## src/sv/rcac_pkg.sv

```systemverilog
// ----------------------------------------------------------------------------
// rcac_pkg - shared types and constants of the RC ADC result conditioner
// Holds the command codes, controller states and controller/datapath links.
// ----------------------------------------------------------------------------
package rcac_pkg;

  // Command codes carried in func
  typedef enum logic [1:0] {
    FUNC_SAMPLE    = 2'd0,
    FUNC_READ      = 2'd1,
    FUNC_CAL_START = 2'd2,
    FUNC_CAL_END   = 2'd3
  } func_e;

  // Configuration register indexes
  localparam logic CFG_ZERO_OFFSET = 1'b0;
  localparam logic CFG_HYST_BAND   = 1'b1;

  localparam logic [11:0] ZERO_OFFSET_RESET = 12'd80;
  localparam logic [7:0]  HYST_BAND_RESET   = 8'd2;
  localparam logic [15:0] FULL_SCALE_RESET  = 16'd4347;

  // Controller states
  typedef enum logic [2:0] {
    ST_IDLE,
    ST_SUM,
    ST_SCALE,
    ST_DIV,
    ST_HYST,
    ST_OUT
  } state_e;

  // Controller to datapath commands
  typedef struct packed {
    logic load;      // capture the item, write history
    logic sum_step;  // add one history entry
    logic clip;      // average, offset, clip/raise full-scale
    logic div_start; // prepare divider
    logic div_step;  // one restoring division step
    logic hyst;      // apply hysteresis, update held result
    logic cal_start;
    logic cal_end;
  } cmd_t;

  // Datapath to controller status
  typedef struct packed {
    logic sum_done;
    logic div_done;
  } status_t;

endpackage

```

## src/sv/rcac_datapath.sv

```systemverilog
// ----------------------------------------------------------------------------
// rcac_datapath - history store, averaging, scaling divider and hysteresis
// Works on one item at a time under control of rcac_ctrl.
// ----------------------------------------------------------------------------
module rcac_datapath #(
  parameter int unsigned CHANNELS      = 4,
  parameter int unsigned HISTORY_DEPTH = 8,
  parameter int unsigned RESULT_BITS   = 10
) (
  input  logic                    clk_i,
  input  logic                    rst_ni,
  input  rcac_pkg::cmd_t          cmd_i,
  output rcac_pkg::status_t       status_o,
  input  logic [1:0]              func_i,
  input  logic [1:0]              channel_i,
  input  logic [15:0]             elapsed_ticks_i,
  input  logic                    cfg_we_i,
  input  logic                    cfg_idx_i,
  input  logic [11:0]             cfg_data_i,
  output logic [9:0]              result_value_o
);

  localparam int unsigned CH_W   = (CHANNELS > 1) ? $clog2(CHANNELS) : 1;
  localparam int unsigned SLOT_W = (HISTORY_DEPTH > 1) ? $clog2(HISTORY_DEPTH) : 1;
  localparam int unsigned MEM_D  = CHANNELS * HISTORY_DEPTH;
  localparam int unsigned ADDR_W = (MEM_D > 1) ? $clog2(MEM_D) : 1;
  localparam int unsigned SUM_W  = 16 + SLOT_W + 1;
  localparam int unsigned CNT_W  = SLOT_W + 1;
  localparam int unsigned NUM_W  = 16 + RESULT_BITS;
  localparam int unsigned DCNT_W = $clog2(NUM_W + 1);
  localparam logic [RESULT_BITS-1:0] MAX_SCALE = {RESULT_BITS{1'b1}};

  // History store with epoch-free fill: a written-bit per entry
  logic [15:0] hist_mem [MEM_D];
  logic [MEM_D-1:0] hist_vld_q;
  logic [15:0] rd_data_q;
  logic        rd_vld_q;

  logic [SLOT_W-1:0] slot_q;
  logic [15:0]       fs_q   [CHANNELS];
  logic [RESULT_BITS-1:0] held_q [CHANNELS];
  logic [11:0] zoff_q;
  logic [7:0]  hband_q;
  logic        cal_q;

  logic [CH_W-1:0]   ch_q;
  logic [1:0]        func_q;
  logic [CNT_W-1:0]  rd_cnt_q;   // reads issued
  logic [CNT_W-1:0]  acc_cnt_q;  // reads accumulated
  logic [SUM_W-1:0]  sum_q;
  logic [15:0]       val_q;
  logic [15:0]       fsv_q;
  logic [NUM_W-1:0]  num_q;
  logic [16:0]       rem_q;
  logic [DCNT_W-1:0] dcnt_q;
  logic [9:0]        res_q;

  logic [CH_W-1:0] ch_in;
  logic            ch_in_ok;
  logic [ADDR_W-1:0] wr_addr, rd_addr;
  logic [SUM_W-1:0] avg;
  logic [SUM_W:0]   offs;
  logic [15:0]      clipped;
  logic [16:0]      rem_sh, rem_sub;
  logic [RESULT_BITS-1:0] scaled, held_cur;
  logic [RESULT_BITS+8:0] s_ext, h_ext, b_ext;

  assign ch_in    = channel_i[CH_W-1:0];
  assign ch_in_ok = (32'(channel_i) < CHANNELS);
  assign wr_addr  = ADDR_W'(32'(ch_in) * HISTORY_DEPTH + 32'(slot_q));
  assign rd_addr  = ADDR_W'(32'(ch_q) * HISTORY_DEPTH + 32'(rd_cnt_q));

  // Write the new sample, read history one entry per cycle
  always_ff @(posedge clk_i) begin
    if (cmd_i.load && func_i == rcac_pkg::FUNC_SAMPLE && ch_in_ok) begin
      hist_mem[wr_addr] <= elapsed_ticks_i;
    end
    rd_data_q <= hist_mem[rd_addr];
  end

  // Configuration registers
  always_ff @(posedge clk_i or negedge rst_ni) begin
    if (!rst_ni) begin
      zoff_q  <= rcac_pkg::ZERO_OFFSET_RESET;
      hband_q <= rcac_pkg::HYST_BAND_RESET;
    end else if (cfg_we_i) begin
      if (cfg_idx_i == rcac_pkg::CFG_ZERO_OFFSET) zoff_q <= cfg_data_i;
      else hband_q <= cfg_data_i[7:0];
    end
  end

  // Average, offset and clip
  assign avg  = SUM_W'(sum_q / HISTORY_DEPTH);
  assign offs = {1'b0, avg} - (SUM_W+1)'(zoff_q);
  assign clipped = offs[SUM_W] ? 16'd0 : 16'(offs[SUM_W-1:0]);

  // Restoring division step
  assign rem_sh  = {rem_q[15:0], num_q[NUM_W-1]};
  assign rem_sub = rem_sh - {1'b0, fsv_q};

  assign scaled   = (fsv_q == 16'd0) ? '0 : num_q[RESULT_BITS-1:0];
  assign held_cur = held_q[ch_q];
  assign s_ext = (RESULT_BITS+9)'(scaled);
  assign h_ext = (RESULT_BITS+9)'(held_cur);
  assign b_ext = (RESULT_BITS+9)'(hband_q);

  always_ff @(posedge clk_i or negedge rst_ni) begin
    if (!rst_ni) begin
      hist_vld_q <= '0;
      rd_vld_q   <= 1'b0;
      slot_q     <= '0;
      for (int i = 0; i < CHANNELS; i++) begin
        fs_q[i]   <= rcac_pkg::FULL_SCALE_RESET;
        held_q[i] <= '0;
      end
      ch_q       <= '0;
      func_q     <= '0;
      rd_cnt_q   <= '0;
      acc_cnt_q  <= '0;
      sum_q      <= '0;
      val_q      <= '0;
      fsv_q      <= '0;
      num_q      <= '0;
      rem_q      <= '0;
      dcnt_q     <= '0;
      res_q      <= '0;
    end else begin
      rd_vld_q <= hist_vld_q[rd_addr];
      // Capture the item and write history
      if (cmd_i.load) begin
        func_q     <= func_i;
        ch_q       <= ch_in;
        rd_cnt_q   <= '0;
        acc_cnt_q  <= '0;
        sum_q      <= '0;
        res_q      <= '0;
        if (func_i == rcac_pkg::FUNC_SAMPLE && ch_in_ok) begin
          hist_vld_q[wr_addr] <= 1'b1;
          if (32'(ch_in) == CHANNELS - 1) begin
            slot_q <= (32'(slot_q) == HISTORY_DEPTH - 1) ? '0 : slot_q + 1'b1;
          end
        end
        if (func_i == rcac_pkg::FUNC_READ && ch_in_ok) begin
          res_q <= 10'(held_q[ch_in]);
        end
      end
      // Issue reads and accumulate each entry in the cycle after its read
      if (cmd_i.sum_step) begin
        if (32'(rd_cnt_q) < HISTORY_DEPTH) rd_cnt_q <= rd_cnt_q + 1'b1;
        if (rd_cnt_q != '0) begin
          acc_cnt_q <= acc_cnt_q + 1'b1;
          if (rd_vld_q) sum_q <= sum_q + SUM_W'(rd_data_q);
        end
      end
      // Clip or raise full-scale
      if (cmd_i.clip) begin
        if (clipped > fs_q[ch_q]) begin
          if (rcac_pkg::FUNC_SAMPLE == func_q && cal_q) begin
            fs_q[ch_q] <= clipped;
            val_q <= clipped;
            fsv_q <= clipped;
          end else begin
            val_q <= fs_q[ch_q];
            fsv_q <= fs_q[ch_q];
          end
        end else begin
          val_q <= clipped;
          fsv_q <= fs_q[ch_q];
        end
      end
      // Prepare MAX_SCALE * val for division
      if (cmd_i.div_start) begin
        num_q  <= NUM_W'(val_q) * NUM_W'(MAX_SCALE);
        rem_q  <= '0;
        dcnt_q <= '0;
      end
      if (cmd_i.div_step) begin
        dcnt_q <= dcnt_q + 1'b1;
        if (!rem_sub[16]) begin
          rem_q <= rem_sub;
          num_q <= {num_q[NUM_W-2:0], 1'b1};
        end else begin
          rem_q <= rem_sh;
          num_q <= {num_q[NUM_W-2:0], 1'b0};
        end
      end
      // Hysteresis on the held result
      if (cmd_i.hyst) begin
        logic [RESULT_BITS-1:0] nh;
        nh = held_cur;
        if (s_ext > h_ext + b_ext || scaled == MAX_SCALE) nh = scaled;
        if (s_ext + b_ext < (RESULT_BITS+9)'(nh) || scaled == '0) nh = scaled;
        held_q[ch_q] <= nh;
        res_q <= 10'(nh);
      end
      // Calibration commands
      if (cmd_i.cal_start) begin
        for (int i = 0; i < CHANNELS; i++) fs_q[i] <= '0;
      end
    end
  end

  always_ff @(posedge clk_i or negedge rst_ni) begin
    if (!rst_ni) begin
      cal_q <= 1'b0;
    end else if (cmd_i.cal_start) begin
      cal_q <= 1'b1;
    end else if (cmd_i.cal_end) begin
      cal_q <= 1'b0;
    end
  end

  assign status_o.sum_done = (32'(acc_cnt_q) == HISTORY_DEPTH);
  assign status_o.div_done = (32'(dcnt_q) == NUM_W);
  assign result_value_o    = res_q;

endmodule

```

## src/sv/rcac_ctrl.sv

```systemverilog
// ----------------------------------------------------------------------------
// rcac_ctrl - controller of the RC ADC result conditioner
// Sequences load, summing, clipping, division and hysteresis for one item.
// ----------------------------------------------------------------------------
module rcac_ctrl (
  input  logic              clk_i,
  input  logic              rst_ni,
  input  logic              in_valid_i,
  output logic              in_stall_o,
  input  logic [1:0]        func_i,
  input  logic              ch_ok_i,
  output logic              out_valid_o,
  input  logic              out_stall_i,
  input  rcac_pkg::status_t status_i,
  output rcac_pkg::cmd_t    cmd_o
);

  rcac_pkg::state_e state_q, state_d;
  logic in_acc;

  assign in_acc = in_valid_i && !in_stall_o;

  // Next state
  always_comb begin
    state_d = state_q;
    case (state_q)
      rcac_pkg::ST_IDLE: begin
        if (in_acc) begin
          if (func_i == rcac_pkg::FUNC_SAMPLE && ch_ok_i) state_d = rcac_pkg::ST_SUM;
          else state_d = rcac_pkg::ST_OUT;
        end
      end
      rcac_pkg::ST_SUM:   if (status_i.sum_done) state_d = rcac_pkg::ST_SCALE;
      rcac_pkg::ST_SCALE: state_d = rcac_pkg::ST_DIV;
      rcac_pkg::ST_DIV:   if (status_i.div_done) state_d = rcac_pkg::ST_HYST;
      rcac_pkg::ST_HYST:  state_d = rcac_pkg::ST_OUT;
      rcac_pkg::ST_OUT:   if (!out_stall_i) state_d = rcac_pkg::ST_IDLE;
      default:            state_d = rcac_pkg::ST_IDLE;
    endcase
  end

  // Outputs
  always_comb begin
    cmd_o       = '0;
    in_stall_o  = (state_q != rcac_pkg::ST_IDLE);
    out_valid_o = (state_q == rcac_pkg::ST_OUT);
    case (state_q)
      rcac_pkg::ST_IDLE: begin
        cmd_o.load      = in_acc;
        cmd_o.cal_start = in_acc && func_i == rcac_pkg::FUNC_CAL_START;
        cmd_o.cal_end   = in_acc && func_i == rcac_pkg::FUNC_CAL_END;
      end
      rcac_pkg::ST_SUM: begin
        cmd_o.sum_step = !status_i.sum_done;
        cmd_o.clip     = status_i.sum_done;
      end
      rcac_pkg::ST_SCALE: cmd_o.div_start = 1'b1;
      rcac_pkg::ST_DIV:   cmd_o.div_step  = !status_i.div_done;
      rcac_pkg::ST_HYST:  cmd_o.hyst      = 1'b1;
      default: ;
    endcase
  end

  always_ff @(posedge clk_i or negedge rst_ni) begin
    if (!rst_ni) begin
      state_q <= rcac_pkg::ST_IDLE;
    end else begin
      state_q <= state_d;
    end
  end

endmodule

```

## src/sv/rc_adc_result_conditioner.sv

```systemverilog
// ----------------------------------------------------------------------------
// rc_adc_result_conditioner - multi-channel RC ADC result conditioner
// Sequence: read and calibration items go straight from idle to output; samples
//   pass through the SUM, SCALE, DIV and HYST states, paced by the
//   one-entry-per-cycle history read and the bit-serial restoring divider.
// Throughput: one item at a time, next item accepted once the result is taken.
// Reset: asynchronous active low; history reads as zero until written.
// ----------------------------------------------------------------------------
module rc_adc_result_conditioner #(
  parameter int unsigned CHANNELS      = 4,
  parameter int unsigned HISTORY_DEPTH = 8,
  parameter int unsigned RESULT_BITS   = 10
) (
  input  logic        clk_i,
  input  logic        rst_ni,
  input  logic        in_valid_i,
  output logic        in_stall_o,
  input  logic [1:0]  func_i,
  input  logic [1:0]  channel_i,
  input  logic [15:0] elapsed_ticks_i,
  output logic        out_valid_o,
  input  logic        out_stall_i,
  output logic [9:0]  result_value_o,
  input  logic        cfg_we_i,
  input  logic        cfg_idx_i,
  input  logic [11:0] cfg_data_i
);

  rcac_pkg::cmd_t    cmd;
  rcac_pkg::status_t status;
  logic              ch_ok;

  assign ch_ok = (32'(channel_i) < CHANNELS);

  rcac_ctrl u_ctrl (
    .clk_i       (clk_i),
    .rst_ni      (rst_ni),
    .in_valid_i  (in_valid_i),
    .in_stall_o  (in_stall_o),
    .func_i      (func_i),
    .ch_ok_i     (ch_ok),
    .out_valid_o (out_valid_o),
    .out_stall_i (out_stall_i),
    .status_i    (status),
    .cmd_o       (cmd)
  );

  rcac_datapath #(
    .CHANNELS      (CHANNELS),
    .HISTORY_DEPTH (HISTORY_DEPTH),
    .RESULT_BITS   (RESULT_BITS)
  ) u_dp (
    .clk_i           (clk_i),
    .rst_ni          (rst_ni),
    .cmd_i           (cmd),
    .status_o        (status),
    .func_i          (func_i),
    .channel_i       (channel_i),
    .elapsed_ticks_i (elapsed_ticks_i),
    .cfg_we_i        (cfg_we_i),
    .cfg_idx_i       (cfg_idx_i),
    .cfg_data_i      (cfg_data_i),
    .result_value_o  (result_value_o)
  );

`ifndef ASSERT_OFF
  // Input is held off while an item is in flight
  assert property (@(posedge clk_i) disable iff (!rst_ni)
    out_valid_o |-> in_stall_o) else $error("input open during output");
  // A calibration start command answers zero
  assert property (@(posedge clk_i) disable iff (!rst_ni)
    (in_valid_i && !in_stall_o && func_i == rcac_pkg::FUNC_CAL_START) |=>
      (out_valid_o && result_value_o == 10'd0)) else $error("cal start nonzero");
  // At most one of load, summing, division start, division step and hysteresis at a time
  assert property (@(posedge clk_i) disable iff (!rst_ni)
    $onehot0({cmd.load, cmd.sum_step, cmd.div_start, cmd.div_step, cmd.hyst}))
    else $error("overlapping commands");
`endif

endmodule
```

## config.mk

```make
export PLATFORM = sky130hd
export DESIGN_NAME = rc_adc_result_conditioner
export DESIGN_NICKNAME = d
export VERILOG_FILES = /design/src/sv/rcac_pkg.sv /design/src/sv/rcac_datapath.sv /design/src/sv/rcac_ctrl.sv /design/src/sv/rc_adc_result_conditioner.sv
export SDC_FILE = /design/constraint.sdc
export NUM_CORES = 1
export LEC_CHECK = 0
export BUFFER_PORTS_ARGS = -buffer_cell sky130_fd_sc_hd__buf_2
export CORE_ASPECT_RATIO = 1.2
export CORE_MARGIN = 4
export CORE_UTILIZATION = 35
export DETAILED_ROUTE_END_ITERATION = 7
export PLACE_DENSITY = 0.45
export SETUP_SLACK_MARGIN = 0.02
export SLEW_MARGIN = 20
export SYNTH_ARGS = -nofsm -noshare
export SYNTH_HDL_FRONTEND = slang
export SYNTH_SLANG_ARGS = --single-unit
```

## constraint.sdc

```tcl
create_clock -name clk_i -period 10.6 [get_ports clk_i]
set_input_delay 1.06 -clock clk_i [delete_from_list [all_inputs] [get_ports clk_i]]
set_output_delay 1.06 -clock clk_i [all_outputs]
set_load 0.005 [all_outputs]
```

Yosys cells after proc, flatten, opt, wreduce, memory -nomap -nowiden
Memories as Yosys holds them, arrays and structs flattened. A register that Yosys moved wholly into a read port is not among the register bits.
Cells that the tools add are included.
{"block": "word_totals", "register_bits": 285, "mem_count": 1, "ramBits": 512, "output_inout_bits": 12}
{"memory": "u_dp.hist_mem", "words": 32, "width": 16, "read_ports": 1, "rd_ports_with_merged_regs": 1, "wr": 1, "line": "rcac_datapath.sv:34", "text": "logic [15:0] hist_mem [MEM_D];"}
{"block": "op_classes", "multipliers": 1, "eq_ne": 17, "n_bitwise": 4, "order_cmp": 10, "n_mux": 70, "n_reduce_logical": 31, "add_sub_neg": 11}
{"cell": "64-bit two-way mux", "n": 4}
{"cell": "16-bit two-way mux", "n": 10}
{"cell": "10-bit two-way mux", "n": 13}
{"cell": "20-bit two-way mux", "n": 4}
{"cell": "64-bit bitwise mux", "n": 1}
{"cell": "26-bit two-way mux", "n": 2}
{"cell": "10-bit binary-select mux with 2-bit select", "n": 2}
{"cell": "40-bit bitwise mux", "n": 1}
{"cell": "16-bit binary-select mux with 2-bit select", "n": 1}
{"cell": "16-bit demux with 2-bit select", "n": 1}
{"cell": "32-bit bitwise OR", "n": 1}
{"cell": "16-bit by 10-bit multiplier with 26-bit output (second input constant)", "n": 1}
{"cell": "4-bit two-way mux", "n": 6}
{"cell": "10-bit by 8-bit adder with 11-bit output", "n": 2}
{"cell": "20-bit by 16-bit adder with 20-bit output", "n": 1}
{"cell": "10-bit demux with 2-bit select", "n": 1}
{"cell": "10-bit by 19-bit greater-than comparator with 1-bit output", "n": 1}
{"cell": "19-bit by 10-bit < comparator with 1-bit output", "n": 1}
{"cell": "3-bit two-way mux", "n": 6}
{"cell": "3-bit one-hot mux with 6 select lines", "n": 1}
{"cell": "17-bit by 12-bit subtractor with 18-bit output", "n": 1}
{"cell": "17-bit by 16-bit subtractor with 17-bit output", "n": 1}
{"cell": "16-bit greater-than comparator", "n": 1}
{"cell": "16-bit logical NOT", "n": 1}
{"cell": "other kinds (39)", "n": 80}

Longest topological paths before layout
{"block": "logic_depth", "ltp_word": 14, "mapped_depth": 31}

Hierarchy
Synthesis repeated with hierarchy kept, for this count alone.
{"block": "unflattened", "cells_unflattened": 2926, "area_unflattened_um2": 40914.2}
{"mod": "rcac_datapath", "area_per_inst_um2": 40630.2, "instances": 1, "seq_area_each_um2": 22795.6, "cells_each": 2892}
{"mod": "rcac_ctrl", "area_per_inst_um2": 280.3, "instances": 1, "seq_area_each_um2": 75.1, "cells_each": 33}
{"mod": "rc_adc_result_conditioner", "area_per_inst_um2": 3.8, "instances": 1, "seq_area_each_um2": 0.0, "cells_each": 1}

Worst setup path after synthesis
OpenSTA, ideal clock, no wires.
{"block": "synth_timing", "kind": "reg-to-reg", "startpoint": "register u_dp.ch_q[0]", "endpoint": "register u_dp.res_q[8] (netlist: u_dp.result_value_o[8])", "t_arrival_ps": 6273, "t_required_ps": 10474, "slack_ps": 4201, "path_buffers": 3, "path_stages_with_launch": 31, "setup_time_ps": 126, "cell_sequence": "dfrtp_1 -> clkbuf_1 -> mux4_2 -> ha_1 -> a21o_1 -> a21oi_1 -> o21bai_1 -> a21oi_1 -> o21bai_1 -> a21oi_1 -> o21ai_0 -> xnor2_1 -> ha_1 -> nand3_1 -> o32ai_1 -> nor3_1 -> or2_2 -> buf_2 -> mux2i_1 -> ha_1 -> a21o_1 -> a21o_1 -> a21oi_1 -> nand2_1 -> nand4_1 -> nand2_1 -> o211a_4 -> buf_6 -> nor2_4 -> a21oi_2 -> a221o_1"}
{"block": "synth_between", "elab_chain_cells": 14}
{"element": "from (decl)", "line": "rcac_datapath.sv:46", "text": "logic [CH_W-1:0] ch_q;"}
{"element": "from (signal assigned)", "line": "rcac_datapath.sv:132", "text": "ch_q <= ch_in;"}
{"element": "2-bit NOT with 3-bit output (not written as such) *", "line": "rcac_datapath.sv:102", "text": "assign held_cur = held_q[ch_q];"}
{"element": "10-bit binary-select mux with 2-bit select *", "line": "rcac_datapath.sv:102"}
{"element": "10-bit two-way mux (not written as such) * (2 in series)", "line": "rcac_datapath.sv:102"}
{"element": "10-bit by 8-bit adder with 11-bit output", "line": "rcac_datapath.sv:191", "text": "if (s_ext > h_ext + b_ext || scaled == MAX_SCALE) nh = scaled;"}
{"element": "10-bit by 19-bit greater-than comparator with 1-bit output", "line": "rcac_datapath.sv:191"}
{"element": "1-bit logical OR", "line": "rcac_datapath.sv:191"}
{"element": "10-bit two-way mux *", "line": "rcac_datapath.sv:191"}
{"element": "10-bit two-way mux *", "line": "rcac_datapath.sv:188", "text": "if (cmd_i.hyst) begin"}
{"element": "19-bit by 10-bit < comparator with 1-bit output", "line": "rcac_datapath.sv:192", "text": "if (s_ext + b_ext < (RESULT_BITS+9)'(nh) || scaled == '0) nh = scaled;"}
{"element": "1-bit logical OR", "line": "rcac_datapath.sv:192"}
{"element": "10-bit two-way mux *", "line": "rcac_datapath.sv:192"}
{"element": "10-bit two-way mux * (2 in series)", "line": "rcac_datapath.sv:188"}
{"element": "to (signal assigned)", "line": "rcac_datapath.sv:144", "text": "res_q <= 10'(held_q[ch_in]);"}
{"element": "to (signal assigned)", "line": "rcac_datapath.sv:194", "text": "res_q <= 10'(nh);"}
{"element": "to (decl)", "line": "rcac_datapath.sv:56", "text": "logic [9:0] res_q;"}
Every way passes the cells marked *; elsewhere a longest branch is shown, timed or not. The select of a mux whose other input is x is not followed.
A chain may end at the register's enable or synchronous reset.

Worst setup path after layout
{"block": "layout_timing", "startpoint": "register u_dp.ch_q[0]", "endpoint": "register u_dp.held_q[10] (netlist name)"}
{"block": "layout_between", "elab_chain_cells": 14, "word_cells_on_any_way": 19, "cone_classes": "add/sub (1); order compare (4); mux (10); bitwise (1); reduce/logical (3)"}
{"element": "2-bit NOT with 3-bit output (not written as such) *", "line": "rcac_datapath.sv:102, rcac_datapath.sv:193"}
{"element": "10-bit binary-select mux with 2-bit select", "line": "rcac_datapath.sv:102"}
{"element": "10-bit two-way mux (not written as such) (2 in series)", "line": "rcac_datapath.sv:102"}
{"element": "10-bit by 8-bit adder with 11-bit output", "line": "rcac_datapath.sv:191"}
{"element": "10-bit by 19-bit greater-than comparator with 1-bit output", "line": "rcac_datapath.sv:191"}
{"element": "1-bit logical OR", "line": "rcac_datapath.sv:191"}
{"element": "10-bit two-way mux", "line": "rcac_datapath.sv:191"}
{"element": "10-bit two-way mux", "line": "rcac_datapath.sv:188"}
{"element": "19-bit by 10-bit < comparator with 1-bit output", "line": "rcac_datapath.sv:192"}
{"element": "1-bit logical OR", "line": "rcac_datapath.sv:192"}
{"element": "10-bit two-way mux", "line": "rcac_datapath.sv:192"}
{"element": "10-bit two-way mux", "line": "rcac_datapath.sv:188"}
{"element": "40-bit bitwise mux *", "line": "rcac_datapath.sv:193", "text": "held_q[ch_q] <= nh;"}
{"element": "to (signal, indexed assignment)", "line": "rcac_datapath.sv:193"}
{"element": "to (decl)", "line": "rcac_datapath.sv:41", "text": "logic [RESULT_BITS-1:0] held_q [CHANNELS];"}
Marks and branches as above.

==> flow_metrics.env <==
export IMPL_layout_commonest_cell="edfxtp_1"
export IMPL_skew_ns=0.0539
export IMPL_numCtsBuffers=90
export IMPL_dieArea_mm2=0.119
export IMPL_final_layout_size_suffix_gt1_share_pct=21.3
export IMPL_yosysTopAreaCell="edfxtp_1"
export IMPL_synthToLayoutAreaGrowth_pct=13.2
export IMPL_avgSynthCellArea_um2=14.2
export IMPL_fin_nets=3157
export IMPL_fin_tns_setup_ns=0
export IMPL_clk_path_buf_depth=3
export IMPL_first_pass_iters=5
export IMPL_hpwl_mm=67.8
export IMPL_worst_pin_slew_ns=1.11
export IMPL_hold_class="input pin to asynchronous set/reset pin"
export IMPL_synth_cells=2808
export IMPL_worstPathRequired_ns=11.09
export IMPL_ys_types=69
export IMPL_hold_violations=0
export IMPL_crit_family="simple AND/OR/NAND/NOR gates"
export IMPL_rr_startpoint="u_dp.ch_q[0]$_DFFE_PN0P_"
export IMPL_start_util_pct=35.3
export IMPL_clk_latency_ns=0.68
export IMPL_grt_pass1_wl_mm=156
export IMPL_synth_edff_count=512
export IMPL_rsz0062_at_grt="false"
export IMPL_crit_top_cell="ha_1"
export IMPL_outcome="finished clean"
export IMPL_antenna_cells=0
export IMPL_r2r_setup_slack_ns=3.96
export IMPL_r2r_cells=25
export IMPL_post_drt_wl_per_cell_um=23.2
export IMPL_post_place_ws_ns=3.70
export IMPL_grt_start_max_net_pins=106
export IMPL_post_route_min_period_ns=6.64
export IMPL_yosys_top_cells_area="edfxtp_1 (39%), dfrtp_1 (16%), mux4_2 (12%), ha_1 (5.2%), fa_1 (4.4%)"
export IMPL_finalWorstSetupSlack_ns=3.96
export IMPL_drcViolationCount=0
export IMPL_die_w_um=316
export IMPL_postPlaceCellArea_mm2=0.0420
export IMPL_fill_cells=10618
export IMPL_arrival_ns=7.13
export IMPL_ys_seq_elements=813
export IMPL_route_vias_total=23297
export IMPL_cts_hold_buf=0
export IMPL_fmax_mhz=151
export IMPL_track_usage_pct=17.5
export IMPL_crit_buf_inv=2
export IMPL_grt_overflow_total=0
export IMPL_final_cell_area_mm2=0.0450
export IMPL_crit_fanout=26
export IMPL_wl_mm=103
export IMPL_slowest_delay_ns=0.62
export IMPL_drt_first_iter_violations=1447
export IMPL_cts_tree="built"
export IMPL_max_cap_violations=0
export IMPL_drt_vias_per_instance=5.23
export IMPL_final_max_slew_viol_count=0
export IMPL_final_cell_mix="edfxtp_1 (512), dfrtp_1 (246), mux4_2 (206), o21ai_0 (193), inv_1 (179)"
export IMPL_synthArstFlopShare_pct=35.1
export IMPL_synth_top_area_share_pct=38.6
export IMPL_end_kind="register"
export IMPL_start_kind="register"
export IMPL_coreArea_mm2=0.113
export IMPL_grt_pass1_vias=24742
export IMPL_die_y_um=377
export IMPL_cts_resized=0
export IMPL_rr_endpoint="u_dp.held_q[10]$_DFFE_PN0P_"
export IMPL_io_pins=50
export IMPL_yosysSeqAreaShare_pct=57.5
export IMPL_grt_antenna_before_repair=3
export IMPL_gp_congestion=0.837
export IMPL_cts_sinks=813
export IMPL_path_class="register to register"
export IMPL_maxSlewHeadroom_pct=26.0
export IMPL_syn_nets=3098
export IMPL_yosysWarnings=0
export IMPL_io_buffers=49
export IMPL_syn_area_mm2=0.0398
export IMPL_num_rows=135
export IMPL_postCtsSetupRepairBufs=0
export IMPL_fin_crit_sh_pct=62.6
export IMPL_ys_flop_type="edfxtp_1"
export IMPL_cp_slowest_cell="mux4_2"
export IMPL_cts_root_buf="clkbuf_16"
export IMPL_htree_num_levels=3
export IMPL_finalSetupViolations=0
export IMPL_ant_nets=0
export IMPL_cts_reportedPaths_clkPinSlew_ns=0.06
## cells in the mapped netlist (5+ instances only)
library cell    n
o21ai_0       194
o31ai_1        13
dfstp_2        35
o211ai_1       12
inv_1         179
mux2_2         57
xnor2_1        44
mux4_2        206
and3_1          5
nor3_1         30
or2_2          41
buf_1          21
o21bai_1       12
a21oi_1       112
nand4_1        13
buf_2           7
clkbuf_1       95
a221o_1         9
nor2_1        158
o21ai_1         7
nand2_1       124
xor2_1         32
nor2b_1        36
and2_1         16
mux2i_1        23
a31oi_1        11
a21o_1         22
nand3_1       124
dfrtp_1       250
o21a_1         13
a22oi_1        23
nand2b_1        9
or3_1          14
edfxtp_1      512
fa_1           87
a21oi_2         8
nor4_1         10
dfxtp_1        16
ha_1          165
a211oi_1        8
## per-stage QoR
step | std cells | utilization, % | hold slack [ns]
floorplan | 2808 | - | 0.434
global placement | 4280 | 37.2 | 0.446
detailed placement | 4280 | 37.2 | 0.448
CTS | 4449 | 39.9 | 0.421
global route | 4451 | 39.9 | 0.459
finish | 4451 | 39.9 | 0.407
## how the worst max path moves through the flow
stage                             start                            endpoint  slack [ns]  cells after the start
2_1_floorplan  u_dp.ch_q[0]$_DFFE_PN0P_  u_dp.result_value_o[8]$_DFFE_PN0P_        4.20                     30
3_3_place_gp    u_dp.sum_q[4]$_DFF_PN0_           u_dp.fs_q[34]$_DFFE_PN0P_        3.84                     21
3_5_place_dp    u_dp.sum_q[4]$_DFF_PN0_           u_dp.fs_q[61]$_DFFE_PN0P_        3.70                     21
4_1_cts         u_dp.sum_q[4]$_DFF_PN0_           u_dp.fs_q[61]$_DFFE_PN0P_        3.66                     21
5_1_grt        u_dp.ch_q[0]$_DFFE_PN0P_         u_dp.held_q[33]$_DFFE_PN0P_        3.27                     24
6_report       u_dp.ch_q[0]$_DFFE_PN0P_         u_dp.held_q[10]$_DFFE_PN0P_        3.96                     25
## flip-flops by register name, summed over array words and instances (netlist names), 8 cells and up
signal and flops:
u_dp.hband_q 8, u_dp.sum_q 20, u_dp.held_q 40, u_dp.rem_q 16, u_dp.val_q 16, u_dp.hist_vld_q 32
u_dp.result_value_o 10, u_dp.rd_data_q 16, u_dp.fsv_q 16, u_dp.hist_mem 512, u_dp.fs_q 64, u_dp.num_q 26
u_dp.zoff_q 12
## cell families after synthesis
logic type / after synthesis / synth area share [%]
XOR/XNOR: 76 / 1.67
buffers and inverters: 303 / 2.90
adder cells (fa/ha/maj): 252 / 9.56
AO/OA/AOI/OAI: 477 / 7.24
flip-flops: 813 / 57.5
AND/OR/NAND/NOR: 601 / 7.30
multiplexers: 286 / 13.8
## final cells by class
cell class / instances / area (µm²) / area share (%)
flip-flops and latches: 813 / 22900 / 50.8
inverters: 179 / 672 / 1.49
well taps: 1507 / 1890 / 4.19
multi-input cells: 1692 / 16000 / 35.6
repair buffers: 91 / 594 / 1.32
clock inverters: 47 / 513 / 1.14
clock buffers: 122 / 2470 / 5.49
## metal layers
layer	vias up	global-route usage [%]	routed length, µm
met5	-	0	0
met2	428	31.3	53800
met3	143	2.26	3750
li1	10634	-	-
met1	12092	22.0	42600
met4	0	5.74	3070
Power is left out: the tool's default activity adds up to more than one toggle a clock period on the data nets, which glitch-free logic cannot reach.
